[config.mk]
export PLATFORM = sky130hd
export DESIGN_NAME = pkm_front
export DESIGN_NICKNAME = d
export VERILOG_FILES = /design/src/sv/pointer_keyed_chained_hash_map_assert.svh /design/src/sv/pkm_pkg.sv /design/src/sv/pkm_front.sv
export SDC_FILE = /design/constraint.sdc
export NUM_CORES = 1
export LEC_CHECK = 0
export BUFFER_PORTS_ARGS = -buffer_cell sky130_fd_sc_hd__buf_2
export CAP_MARGIN = 0
export CORE_MARGIN = 8
export CORE_UTILIZATION = 40
export DETAILED_ROUTE_END_ITERATION = 16
export MAX_ROUTING_LAYER = met4
export PLACE_DENSITY = 0.72
export SYNTH_ARGS = -nofsm -noshare
export SYNTH_HDL_FRONTEND = slang
export SYNTH_SLANG_ARGS = --single-unit
[constraint.sdc]
create_clock -name clk -period 6.8 [get_ports clk]
set_input_delay 0.68 -clock clk [delete_from_list [all_inputs] [get_ports clk]]
set_output_delay 0.68 -clock clk [all_outputs]
set_load 0.02 [all_outputs]
[src/sv/pointer_keyed_chained_hash_map_assert.svh]
// ----------------------------------------------------------------------------
// pointer keyed hash map assertion macros
// Shorthand for the clocked checks at the end of the top level.
// ----------------------------------------------------------------------------
`ifndef POINTER_KEYED_CHAINED_HASH_MAP_ASSERT_SVH
`define POINTER_KEYED_CHAINED_HASH_MAP_ASSERT_SVH

// same-cycle implication
`define PKM_ASSERT_NOW(lbl, ante, cons) \
  lbl: assert property (@(posedge clk) disable iff (!rst_n) (ante) |-> (cons)) \
    else $error("pkm check failed");

// next-cycle implication
`define PKM_ASSERT_NEXT(lbl, ante, cons) \
  lbl: assert property (@(posedge clk) disable iff (!rst_n) (ante) |=> (cons)) \
    else $error("pkm check failed");

`endif

[src/sv/pkm_pkg.sv]
// ----------------------------------------------------------------------------
// pkm_pkg
// Request kinds and the result record shared by the map engine and top level.
// ----------------------------------------------------------------------------
package pkm_pkg;

  localparam logic [1:0] K_FIND   = 2'd0;
  localparam logic [1:0] K_INSERT = 2'd1;
  localparam logic [1:0] K_FOI    = 2'd2;
  localparam logic [1:0] K_CLEAR  = 2'd3;

  localparam int SLOT_OUT_W = 10;
  localparam int CFG_W      = 4;

  typedef struct packed {
    logic                  hit;
    logic [SLOT_OUT_W-1:0] slot;
    logic                  valid_slot;
    logic                  pool_full;
  } res_t;

endpackage

[src/sv/pkm_front.sv]
// ----------------------------------------------------------------------------
// pkm_front
// Takes request items, hashes the key to a bucket and holds them in a
// two-entry queue for the engine.
// ----------------------------------------------------------------------------
module pkm_front #(
  parameter int MAX_INDEX_BITS = 10,
  parameter int KEY_BITS       = 64
) (
  input  logic                      clk,
  input  logic                      rst_n,
  input  logic                      push,
  output logic                      full,
  input  logic [1:0]                kind,
  input  logic [63:0]               key,
  input  logic [pkm_pkg::CFG_W-1:0] bucket_bits,
  output logic                      q_valid,
  input  logic                      q_pop,
  output logic [1:0]                q_kind,
  output logic [KEY_BITS-1:0]       q_key,
  output logic [MAX_INDEX_BITS-1:0] q_bkt
);

  localparam int NCHUNK = (KEY_BITS + MAX_INDEX_BITS - 1) / MAX_INDEX_BITS;

  logic [1:0]                kind_r [2];
  logic [KEY_BITS-1:0]       key_r  [2];
  logic [MAX_INDEX_BITS-1:0] bkt_r  [2];
  logic                      wp_r, wp_nxt, rp_r, rp_nxt;
  logic [1:0]                cnt_r, cnt_nxt;
  logic [KEY_BITS-1:0]       key_m;
  logic [NCHUNK*MAX_INDEX_BITS-1:0] key_ext;
  logic [MAX_INDEX_BITS-1:0] fold, mask, bkt;
  logic                      do_push, do_pop;

  assign key_m   = key[KEY_BITS-1:0];
  assign key_ext = {{(NCHUNK*MAX_INDEX_BITS-KEY_BITS){1'b0}}, key_m};

  // any bucket hash will do: xor-fold the key down to the widest index
  always_comb begin
    fold = '0;
    for (int i = 0; i < NCHUNK; i++) begin
      fold = fold ^ key_ext[i*MAX_INDEX_BITS +: MAX_INDEX_BITS];
    end
    for (int j = 0; j < MAX_INDEX_BITS; j++) begin
      mask[j] = ({28'd0, bucket_bits} > 32'(j));
    end
    bkt = fold & mask;
  end

  assign full    = (cnt_r == 2'd2);
  assign q_valid = (cnt_r != 2'd0);
  assign do_push = push && !full;
  assign do_pop  = q_pop && q_valid;
  assign q_kind  = kind_r[rp_r];
  assign q_key   = key_r[rp_r];
  assign q_bkt   = bkt_r[rp_r];

  always_comb begin
    wp_nxt  = wp_r ^ do_push;
    rp_nxt  = rp_r ^ do_pop;
    cnt_nxt = cnt_r + {1'b0, do_push} - {1'b0, do_pop};
  end

  always_ff @(posedge clk) begin
    if (!rst_n) begin
      wp_r  <= 1'b0;
      rp_r  <= 1'b0;
      cnt_r <= 2'd0;
    end else begin
      wp_r  <= wp_nxt;
      rp_r  <= rp_nxt;
      cnt_r <= cnt_nxt;
    end
  end

  always_ff @(posedge clk) begin
    if (do_push) begin
      kind_r[wp_r] <= kind;
      key_r[wp_r]  <= key_m;
      bkt_r[wp_r]  <= bkt;
    end
  end

endmodule

**Word level (Yosys, flattened, before mapping)**

Memories as Yosys holds them, arrays and structs flattened. A register that Yosys moved wholly into a read port is not among the register bits.
Index checks and enable logic that the tools add are counted.

- Add/sub/neg operators: 2
- Multipliers: 0
- Divide/modulo/power cells: 0
- Order comparisons: 10
- Equal/unequal tests: 1
- Shifts and indexed selects: 0
- Muxes and demuxes: 5
- Bitwise operators: 9
- Reductions and logical operators: 4

Operators by type and width:

| kind | count |
|---|---|
| $xor 10x10->10 | 5 |
| $gt 4x3->1 const B | 4 |
| $and 10x10->10 | 1 |
| $xor 10x4->10 | 1 |
| $gt 4x1->1 const B | 2 |
| $gt 4x2->1 const B | 2 |
| $gt 4x4->1 const B | 2 |
| $mux 1 | 5 |
| $add 2x1->2 | 1 |
| $eq 2x2->1 const B | 1 |
| $logic_and 1x1->1 | 2 |
| $reduce_bool 2->1 | 1 |
| $sub 2x1->2 | 1 |
| $xor 1x1->1 | 2 |
| $logic_not 1->1 | 1 |

- Flip-flop bits (word level): 4
- Latch bits: 0
- Bits in writable memories: 152
- ROM bits: 0
- Input port bits: 74
- Output and inout port bits: 78
- Word-level logic and storage cells: 37
- Memories: 3

Memory list:

| memory | depth | width | read ports | clocked after memory_dff | write ports | line | RTL |
|---|---|---|---|---|---|---|---|
| key_r | 2 | 64 | 1 | 1 | 1 | pkm_front.sv:27 | `logic [KEY_BITS-1:0] key_r [2];` |
| bkt_r | 2 | 10 | 1 | 1 | 1 | pkm_front.sv:28 | `logic [MAX_INDEX_BITS-1:0] bkt_r [2];` |
| kind_r | 2 | 2 | 1 | 1 | 1 | pkm_front.sv:26 | `logic [1:0] kind_r [2];` |

**Depth between registers and ports, before layout**

Gate-level depths: netlist (run 1).

- Depth in word-level cells: 7
- Depth in mapped cells: 8
- Gate-level depth less buffers: 8

**Least setup slack after synthesis (run 1)**

No wires, ideal clock.

- Kind: input port to flip-flop
- Start: in push
- End: mem bkt_r[1][0], enable pin
- Setup time: 0.443 ns
- Data arrival time: 2.626 ns
- Required time: 6.357 ns
- Path slack: 3.731 ns
- Cell stages on the path: 3
- Path buffers: 0
- Cell sequence: nand2_1 inv_1 ha_1

- Cells in the longest elaborated chain, start to end: 3

RTL lines:

| item | line | RTL |
|---|---|---|
| start: declaration | pkm_front.sv:12 | `input logic push,` |
| $logic_and 1x1->1 | pkm_front.sv:53 | `assign do_push = push && !full;` |
| $mux 1 | pkm_front.sv:78 | `if (do_push) begin` |
| $mux 1 (not written as such) | pkm_front.sv:81 | `bkt_r[wp_r] <= bkt;` |
| end: declaration | pkm_front.sv:28 |  |

Every way passes these cells.

==> run summary, run 1 <==
CTS tree: done
Core ar.: 15700 um2
max-cap violation count: 0
critical path's top delay family: flip-flops
Post-Syn Area per Cell: 19.8 um2
die area: 20200 um2
P per Cell Area: 393 nW/um2
synthesized area: 6350 um2
Final min period: 2.75 ns
Iter 0 DRT Violations: 155
htree depth: 4
type of the worst setup path: flip-flop to output port
Initial Util: 40.4%
layout cells sized above 1: 52.8%
commonest non-fill, non-tap cell in the layout: edfxtp_1
maximum number of pins on one net before global-route repair: 77
Crit-path slowest cell: dfxtp_4
RSZ-0062 raised after global routing: false
Layout fillers: 1317
row count: 46
max incr delay on CP: 1.01 ns
number of distinct library cells after synthesis: 22
Total GRT Usage: 13.0%
worst setup margin: 4.05 ns
clock sink count: 157
Post-Layout Cell Count: 712
vias in the first global route: 3748
Final Cycle Share: 40.4%
synth warn: 0
placer congestion estimate: 0.687
Die X: 142 um
post-CTS setup buffers: 0
Top Ports: 152
clock skew: 0.00580 ns
LEAKAGE: 3.06 nW
CTS Buf Count: 17
area grow syn2layout: 26.0%
initial antenna violation count: 0
Pre-Repair DR Iteration Count: 4
final core occ: 50.9%
Hold/Removal Path Class: input pin to flip-flop
Setup TNS Final: 0 ns
Crit. End Element: output port
Worst Path Max Fanout: 76
Final HPWL DP: 8280 um
CP Launch Type: flip-flop
Fmax: 364 MHz
hold slack final: 0.451 ns
commonest non-fill, non-tap cells in the layout: edfxtp_1, buf_2, mux2_2
Die Y: 142 um
Slew HR: 23.5%
worst-skew pair later-pin latency: 0.41 ns
ANT cells: 0
number of remaining DRC errors: 0
Hold Fails Final Rpt: 0
# port buffers: 151
Cells after Synth: 321
vias per cell: 4.72
synthesis-stage register bit count: 157
post-CTS sizing: 0
worst path bufs/invs: 1
Post-Syn Nets: 399
dpl cells: 680
Worst EP arrival: 2.07 ns
Place WS: 4.43 ns
status: finished, final reports clean
Worst EP required: 6.12 ns
Final nets: 561
routed vias: 3359
Power Total: 3.14 mW
Clk Tree Root Cell: clkbuf_16
first-pass GRT wire length: 19300 um
final setup fails: 0
final instance area: 8000 um2
Reg clk slew, reported paths: 0.06 ns
crit path cell chain: mux2_2, buf_2
WL per Instance: 17.6 um
sequential area share after synthesis: 73.4%
Peak VDD IR: 206 uV
Routed Wire Length: 12500 um
Post-CTS Hold Fix Bufs: 0
GRT overflow: 0
Placement Cell Area: 7360 um2
worst-margin pin slew: 1.15 ns
post-route antenna net violation count: 0
pins over their slew limit: 0
Longest Clk Path Bufs: 2
==> power by group <==
part           internal, mW  switching [mW]
clock network         0.651           0.378
registers              1.25          0.0913
logic                 0.338           0.439
total                  2.23           0.908
==> cell type report <==
type | instances | area, um2 | share of cell area (%)
flip-flops and latches | 157 | 4670 | 58.3
repair buffers | 151 | 756 | 9.44
inverters | 5 | 18.8 | 0.234
clock buffers | 17 | 425 | 5.31
well taps | 216 | 270 | 3.38
clock inverters | 15 | 220 | 2.75
multi-input cells | 151 | 1650 | 20.6
==> cells by family (layout without fill, tap and decap cells) <==
logic type / Yosys count / count (layout) / share of synthesized area, %
AND/OR/NAND/NOR: 20 / 20 / 1.61
AO/OA/AOI/OAI: 8 / 8 / 0.670
buffers and inverters: 13 / 188 / 1.08
adder cells (fa/ha/maj): 4 / 4 / 0.788
XOR/XNOR: 43 / 43 / 8.96
multiplexers: 76 / 76 / 13.5
flip-flops: 157 / 157 / 73.4
==> layer usage <==
layer / share of wire [%] / track usage (%) / vias to the layer above
met5: 0 / - / -
met4: 1.6 / 5.31 / 0
met3: 5.8 / 3.59 / 17
met2: 49 / 20.5 / 116
met1: 43 / 15.5 / 1667
li1: - / - / 1559
==> cell usage after synthesis <==
master / number / area (um2)
and2_1: 2 / 12.5
buf_2: 4 / 20.0
nor2b_1: 3 / 18.8
xnor3_1: 14 / 315
mux2_2: 76 / 856
buf_4: 4 / 30.0
nor3_1: 2 / 10.0
xor2_1: 10 / 87.6
o21a_1: 1 / 7.51
nor3_2: 1 / 10.0
xnor2_1: 19 / 166
edfxtp_1: 152 / 4560
nand2_1: 2 / 7.51
inv_1: 5 / 18.8
or2_2: 1 / 6.26
dfxtp_1: 5 / 100
nand2b_1: 1 / 6.26
o21ai_0: 2 / 10.0
nor2_1: 7 / 26.3
ha_1: 4 / 50.1
a21oi_1: 5 / 25.0
nand3_1: 1 / 5.00
==> sequential cells by signal, indices dropped and copies added (netlist names), named ones only <==
signal / count
kind_r: 4
bkt_r: 20
cnt_r: 2
rp_r: 1
wp_r: 1
key_r: 128
==> final timing paths <==
| kind | from | to | slack [ns] | cells after the start |
|---|---|---|---|---|
| setup reg to reg | cnt_r[0] | key_r[1][40] | 4.69 | 4 |
| hold / removal | kind[1] | kind_r[0][1] | 0.45 | 1 |
| hold reg to reg | rp_r | rp_r | 0.54 | 2 |
| setup / recovery | flip-flop | q_bkt[4] | 4.05 | 2 |
No activity file was read; power rests on OpenSTA's default activity.
==> run 2: changes to the inputs <==
Clock period 6.8 ns to 2.7 ns, I/O delays scaled along.
==> run summary, run 2 (same netlist as run 1, synthesis figures left out) <==
routed vias: 3334 (-0.74%)
Critical R2R Capture: key_r[0][37]
r2r startpoint: cnt_r[0]
Total GRT Usage: 13.5% (+0.56 points)
Iter 0 DRT Violations: 169 (+9.0%)
Slew HR: 66.6% (+43 points)
Final nets: 566 (+0.89%)
vias in the first global route: 3786 (+1.0%)
htree depth: 4 (unchanged)
status: finished, final reports clean
hold slack final: 0.0512 ns (-0.400 ns)
Peak VDD IR: 494 uV (+140%)
Worst EP arrival: 1.98 ns (-0.09 ns)
layout cells sized above 1: 52.4% (-0.41 points)
Post-CTS Hold Fix Bufs: 0 (unchanged)
first-pass GRT wire length: 20100 um (+4.1%)
Longest Clk Path Bufs: 2 (unchanged)
max incr delay on CP: 0.66 ns (-0.35 ns)
crit path cell chain: buf_12, mux2_2, buf_2
worst-skew pair later-pin latency: 0.41 ns (about the same)
RSZ-0062 raised after global routing: false
R2R setup slack: 0.96 ns (-3.73 ns)
WL per Instance: 18.2 um (+3.6%)
worst hold path stage count: 1 (unchanged)
Final min period: 2.25 ns
post-CTS setup buffers: 0 (unchanged)
GRT overflow: 0 (unchanged)
clock skew: 0.00508 ns (-0.000722 ns)
Clk Tree Root Cell: clkbuf_16
Core ar.: 15700 um2 (unchanged)
Biggest register: key_r
number of remaining DRC errors: 0 (unchanged)
LEAKAGE: 3.07 nW (+0.41%)
type of the worst setup path: flip-flop to output port
area grow syn2layout: 26.2%
ANT cells: 0 (unchanged)
P per Cell Area: 971 nW/um2 (+150%)
clock sink count: 157 (unchanged)
Final Cycle Share: 83.5%
Worst Path Max Fanout: 42 (-45%)
Largest register FFs: 128 (unchanged)
worst-margin pin slew: 0.501 ns (-0.647 ns)
final setup fails: 0 (unchanged)
Final HPWL DP: 9180 um (+11%)
CTS tree: done
top flop regs: key_r x128, bkt_r x20, kind_r x4
Fmax: 444 MHz
Pre-Repair DR Iteration Count: 4 (unchanged)
Routed Wire Length: 13000 um (+3.9%)
CP Launch Type: flip-flop
Reg2Reg Depth: 5 (+1)
Hold/Removal Path Class: input pin to flip-flop
Die Y: 142 um (unchanged)
pins over their slew limit: 0 (unchanged)
maximum number of pins on one net before global-route repair: 43 (-44%)
Hold Fails Final Rpt: 0 (unchanged)
initial antenna violation count: 0 (unchanged)
# port buffers: 151 (unchanged)
Crit-path slowest cell: dfxtp_4
CTS Buf Count: 17 (unchanged)
max-cap violation count: 0 (unchanged)
die area: 20200 um2 (unchanged)
worst hold endpoint: kind_r[0][1]
row count: 46 (unchanged)
Initial Util: 40.4% (unchanged)
placer congestion estimate: 0.755 (+9.9%)
Reg clk slew, reported paths: 0.06 ns (about the same)
post-route antenna net violation count: 0 (unchanged)
Top Ports: 152 (unchanged)
Worst EP required: 2.43 ns (-3.69 ns)
vias per cell: 4.67 (-1.0%)
hold path startpoint: kind[1]
post-CTS sizing: 0 (unchanged)
Placement Cell Area: 7430 um2 (+1.0%)
Crit. End Element: output port
final instance area: 8020 um2 (+0.14%)
commonest non-fill, non-tap cells in the layout: edfxtp_1, buf_2, mux2_2
Die X: 142 um (unchanged)
commonest non-fill, non-tap cell in the layout: edfxtp_1
[run 2: cell types whose count changed in the layout (fill, tap and decap cells not counted), moves of 2 or more]
cell        before  now
buf_12           0    3
buf_4            0    2
clkbuf_1         0    2
clkinv_4         3    0
clkinvlp_4       3    1
[run 2: worst max-delay path, delay by kind of cell, from the launching register on]
family | cells | cell delay, ns
buffers and inverters | 2 | 0.47
DFF | 1 | 0.66
muxes | 1 | 0.38
[run 2: layer usage]
metal	up-vias	global-route usage, %	share of wire (%)
met5	-	-	0
met4	0	4.13	0.88
li1	1562	-	-
met3	10	5.57	7.6
met2	119	20.8	49
met1	1643	15.9	43
[run 2: area by class of cell]
cell class                 count  area, um2
multi-input combinational    151       1650
tap                          216        270
clock inverter                10        149
timing repair buffer         156        831
fill                        1314       7700
inverter                       5       18.8
clock buffer                  19        433
sequential                   157       4670
[run 2: power breakdown]
group / internal, mW / switching [mW] / leakage, nW
logic: 0.895 / 1.21 / 1.33
clock network: 1.52 / 0.863 / 0.281
registers: 3.13 / 0.162 / 1.47
[run 2: how the worst max path moves through the flow]
stage / to / cells after the start / start / slack, ns
after CTS: q_key[50] / 3 / flip-flop / 0.41
final: q_bkt[5] / 3 / flip-flop / 0.45
after global placement: q_key[62] / 3 / flip-flop / 0.89
after floorplan: bkt_r[1][0] / 4 / cnt_r[0] / -0.16
after global routing: q_key[50] / 3 / flip-flop / 0.33
after detailed placement: q_key[50] / 3 / flip-flop / 0.87
[run 2: through the flow]
step | utilization [%] | power (mW) | std cells | TNS [ns] | setup slack, ns
after global routing | 51.0 | 8.13 | 714 | 0 | 0.333
after detailed placement | 47.3 | 5.49 | 685 | 0 | 0.865
after CTS | 51.0 | 7.89 | 714 | 0 | 0.406
after global placement | 47.3 | 5.44 | 685 | 0 | 0.892
after floorplan | - | 4.74 | 321 | -24.05 | -0.158
final | 51.0 | 7.78 | 714 | 0 | 0.446
==> run 3: changes to the inputs <==
Clock period 2.7 ns to 2.3 ns, I/O delays scaled along.
==> run summary, run 3 (same netlist as run 1, synthesis figures left out) <==
Worst EP arrival: 1.76 ns (-0.22 ns)
commonest non-fill, non-tap cell in the layout: edfxtp_1
Top Ports: 152 (unchanged)
worst-margin pin slew: 0.494 ns (-0.00753 ns)
WL per Instance: 17.5 um (-3.6%)
Final Cycle Share: 86.5%
Slew HR: 67.1% (+0.50 points)
vias per cell: 4.66 (-0.11%)
die area: 20200 um2 (unchanged)
met3 wire len: 910 um (-7.5%)
Hold Fails Final Rpt: 0 (unchanged)
Total GRT Usage: 13.6% (+0.031 points)
Die Y: 142 um (unchanged)
htree depth: 4 (unchanged)
row count: 46 (unchanged)
critical path's top delay family: buffers and inverters
Crit. End Element: output port
Largest register FFs: 128 (unchanged)
post-route antenna net violation count: 0 (unchanged)
Clk Tree Root Cell: clkbuf_16
number of remaining DRC errors: 0 (unchanged)
top flop regs: key_r x128, bkt_r x20, kind_r x4
Fmax: 503 MHz
Longest Clk Path Bufs: 2 (unchanged)
Core ar.: 15700 um2 (unchanged)
CTS Buf Count: 17 (unchanged)
first-pass GRT wire length: 19900 um (-0.86%)
type of the worst setup path: flip-flop to output port
CTS tree: done
Final min period: 1.99 ns
Final nets: 579 (+2.3%)
area grow syn2layout: 29.2%
vias in the first global route: 3858 (+1.9%)
layout cells sized above 1: 52.3% (-0.075 points)
worst-skew pair later-pin latency: 0.42 ns (about the same)
switching pwr: 2.71 mW (+21%)
pins over their slew limit: 0 (unchanged)
commonest non-fill, non-tap cells in the layout: edfxtp_1, buf_2, mux2_2
Die X: 142 um (unchanged)
Seq pwr share: 40.8% (-1.5 points)
Hold/Removal Path Class: input pin to flip-flop
Worst Path Max Fanout: 24 (-43%)
max incr delay on CP: 0.43 ns (-0.23 ns)
Internal: 6.58 mW (+19%)
DR top layer: met4
clock skew: 0.00767 ns (+0.00259 ns)
Setup TNS Final: 0 ns (unchanged)
ANT cells: 0 (unchanged)
Peak VDD IR: 634 uV (+28%)
RSZ-0062 raised after global routing: false
# port buffers: 151 (unchanged)
Worst EP required: 2.07 ns (-0.36 ns)
Initial Util: 40.4% (unchanged)
crit path cell chain: buf_4, mux2_2, buf_2
max-cap violation count: 0 (unchanged)
Final HPWL DP: 9060 um (-1.3%)
clock sink count: 157 (unchanged)
Iter 0 DRT Violations: 177 (+4.7%)
Sw Ratio: 29.2% (+0.42 points)
Metal-1 WL: 5440 um (-2.7%)
clock power share: 31.4% (+0.8 points)
placer congestion estimate: 0.775 (+2.7%)
Place WS: 0.457 ns (-0.408 ns)
routed vias: 3405 (+2.1%)
initial antenna violation count: 0 (unchanged)
maximum number of pins on one net before global-route repair: 46 (+7.0%)
Pre-Repair DR Iteration Count: 4 (unchanged)
P per Cell Area: 1130 nW/um2 (+17%)
CP Launch Type: flip-flop
Biggest register: key_r
Crit-path slowest cell: dfxtp_4
status: finished, final reports clean
Comb pwr share: 27.8% (+0.7 points)
worst setup margin: 0.311 ns (-0.136 ns)
Routed Wire Length: 12800 um (-1.5%)
LEAKAGE: 3.15 nW (+2.4%)
GRT overflow: 0 (unchanged)
met2 WL: 6270 um (-0.65%)
final setup fails: 0 (unchanged)
worst path bufs/invs: 2 (unchanged)
Reg clk slew, reported paths: 0.06 ns (about the same)
==> run 3: changes by cell type in the layout (fill, tap and decap cells not counted), sizes merged <==
cell / previous run / this run
dlygate4sd3: 0 / 12
clkinvlp: 1 / 4
buf: 156 / 157
clkbuf: 19 / 18
inv: 5 / 6
==> run 3: what timing repair did <==
item                      CTS  global route
resized for setup           0             0
hold buffers               12             0
hold endpoints to repair   24             0
buffers inserted            0             0
==> run 3: metal layers <==
metal  vias up  track usage, %
met5         -               -
met3        17            4.86
met1      1674            15.2
li1       1592               -
met4         0            5.54
met2       122            21.7
==> run 3: area by class of cell <==
type | count | area, um2
timing repair buffer | 169 | 983
clock buffer | 18 | 429
sequential | 157 | 4670
fill | 1278 | 7500
tap | 216 | 270
multi-input combinational | 151 | 1650
inverter | 5 | 18.8
clock inverter | 14 | 194
==> run 3: path summary, 6_finish.rpt <==
path / start / to / slack, ns / cells after the start
worst max register to register: cnt_r[0] / key_r[1][46] / 0.48 / 5
worst min register to register: rp_r / flip-flop / 0.55 / 2
worst min-delay path: key[31] / key_r[0][31] / 0.02 / 1
worst max-delay path: flip-flop / q_key[24] / 0.31 / 3
==> run 3: metrics by stage <==
| step | power (mW) | util, % | hold slack (ns) | area, um2 | cells |
|---|---|---|---|---|---|
| 2_1_floorplan | 5.57 | - | 0.329 | 6350 | 321 |
| 3_3_place_gp | 6.41 | 47.5 | 0.419 | 7470 | 686 |
| 3_5_place_dp | 6.48 | 47.5 | 0.425 | 7470 | 686 |
| 4_1_cts | 9.43 | 52.2 | 0.000361 | 8210 | 730 |
| 5_1_grt | 9.71 | 52.2 | 0.000278 | 8210 | 730 |
| 6_report | 9.30 | 52.2 | 0.0193 | 8210 | 730 |
==> run 3: power by group through the flow <==
stage | Combinational (mW) | Clock, mW | Sequential (mW)
floorplan | 1.74 | 0 | 3.83
global placement | 2.58 | 0 | 3.83
detailed placement | 2.62 | 0 | 3.86
CTS | 2.65 | 2.98 | 3.80
global route | 2.78 | 3.09 | 3.84
finish | 2.59 | 2.92 | 3.79
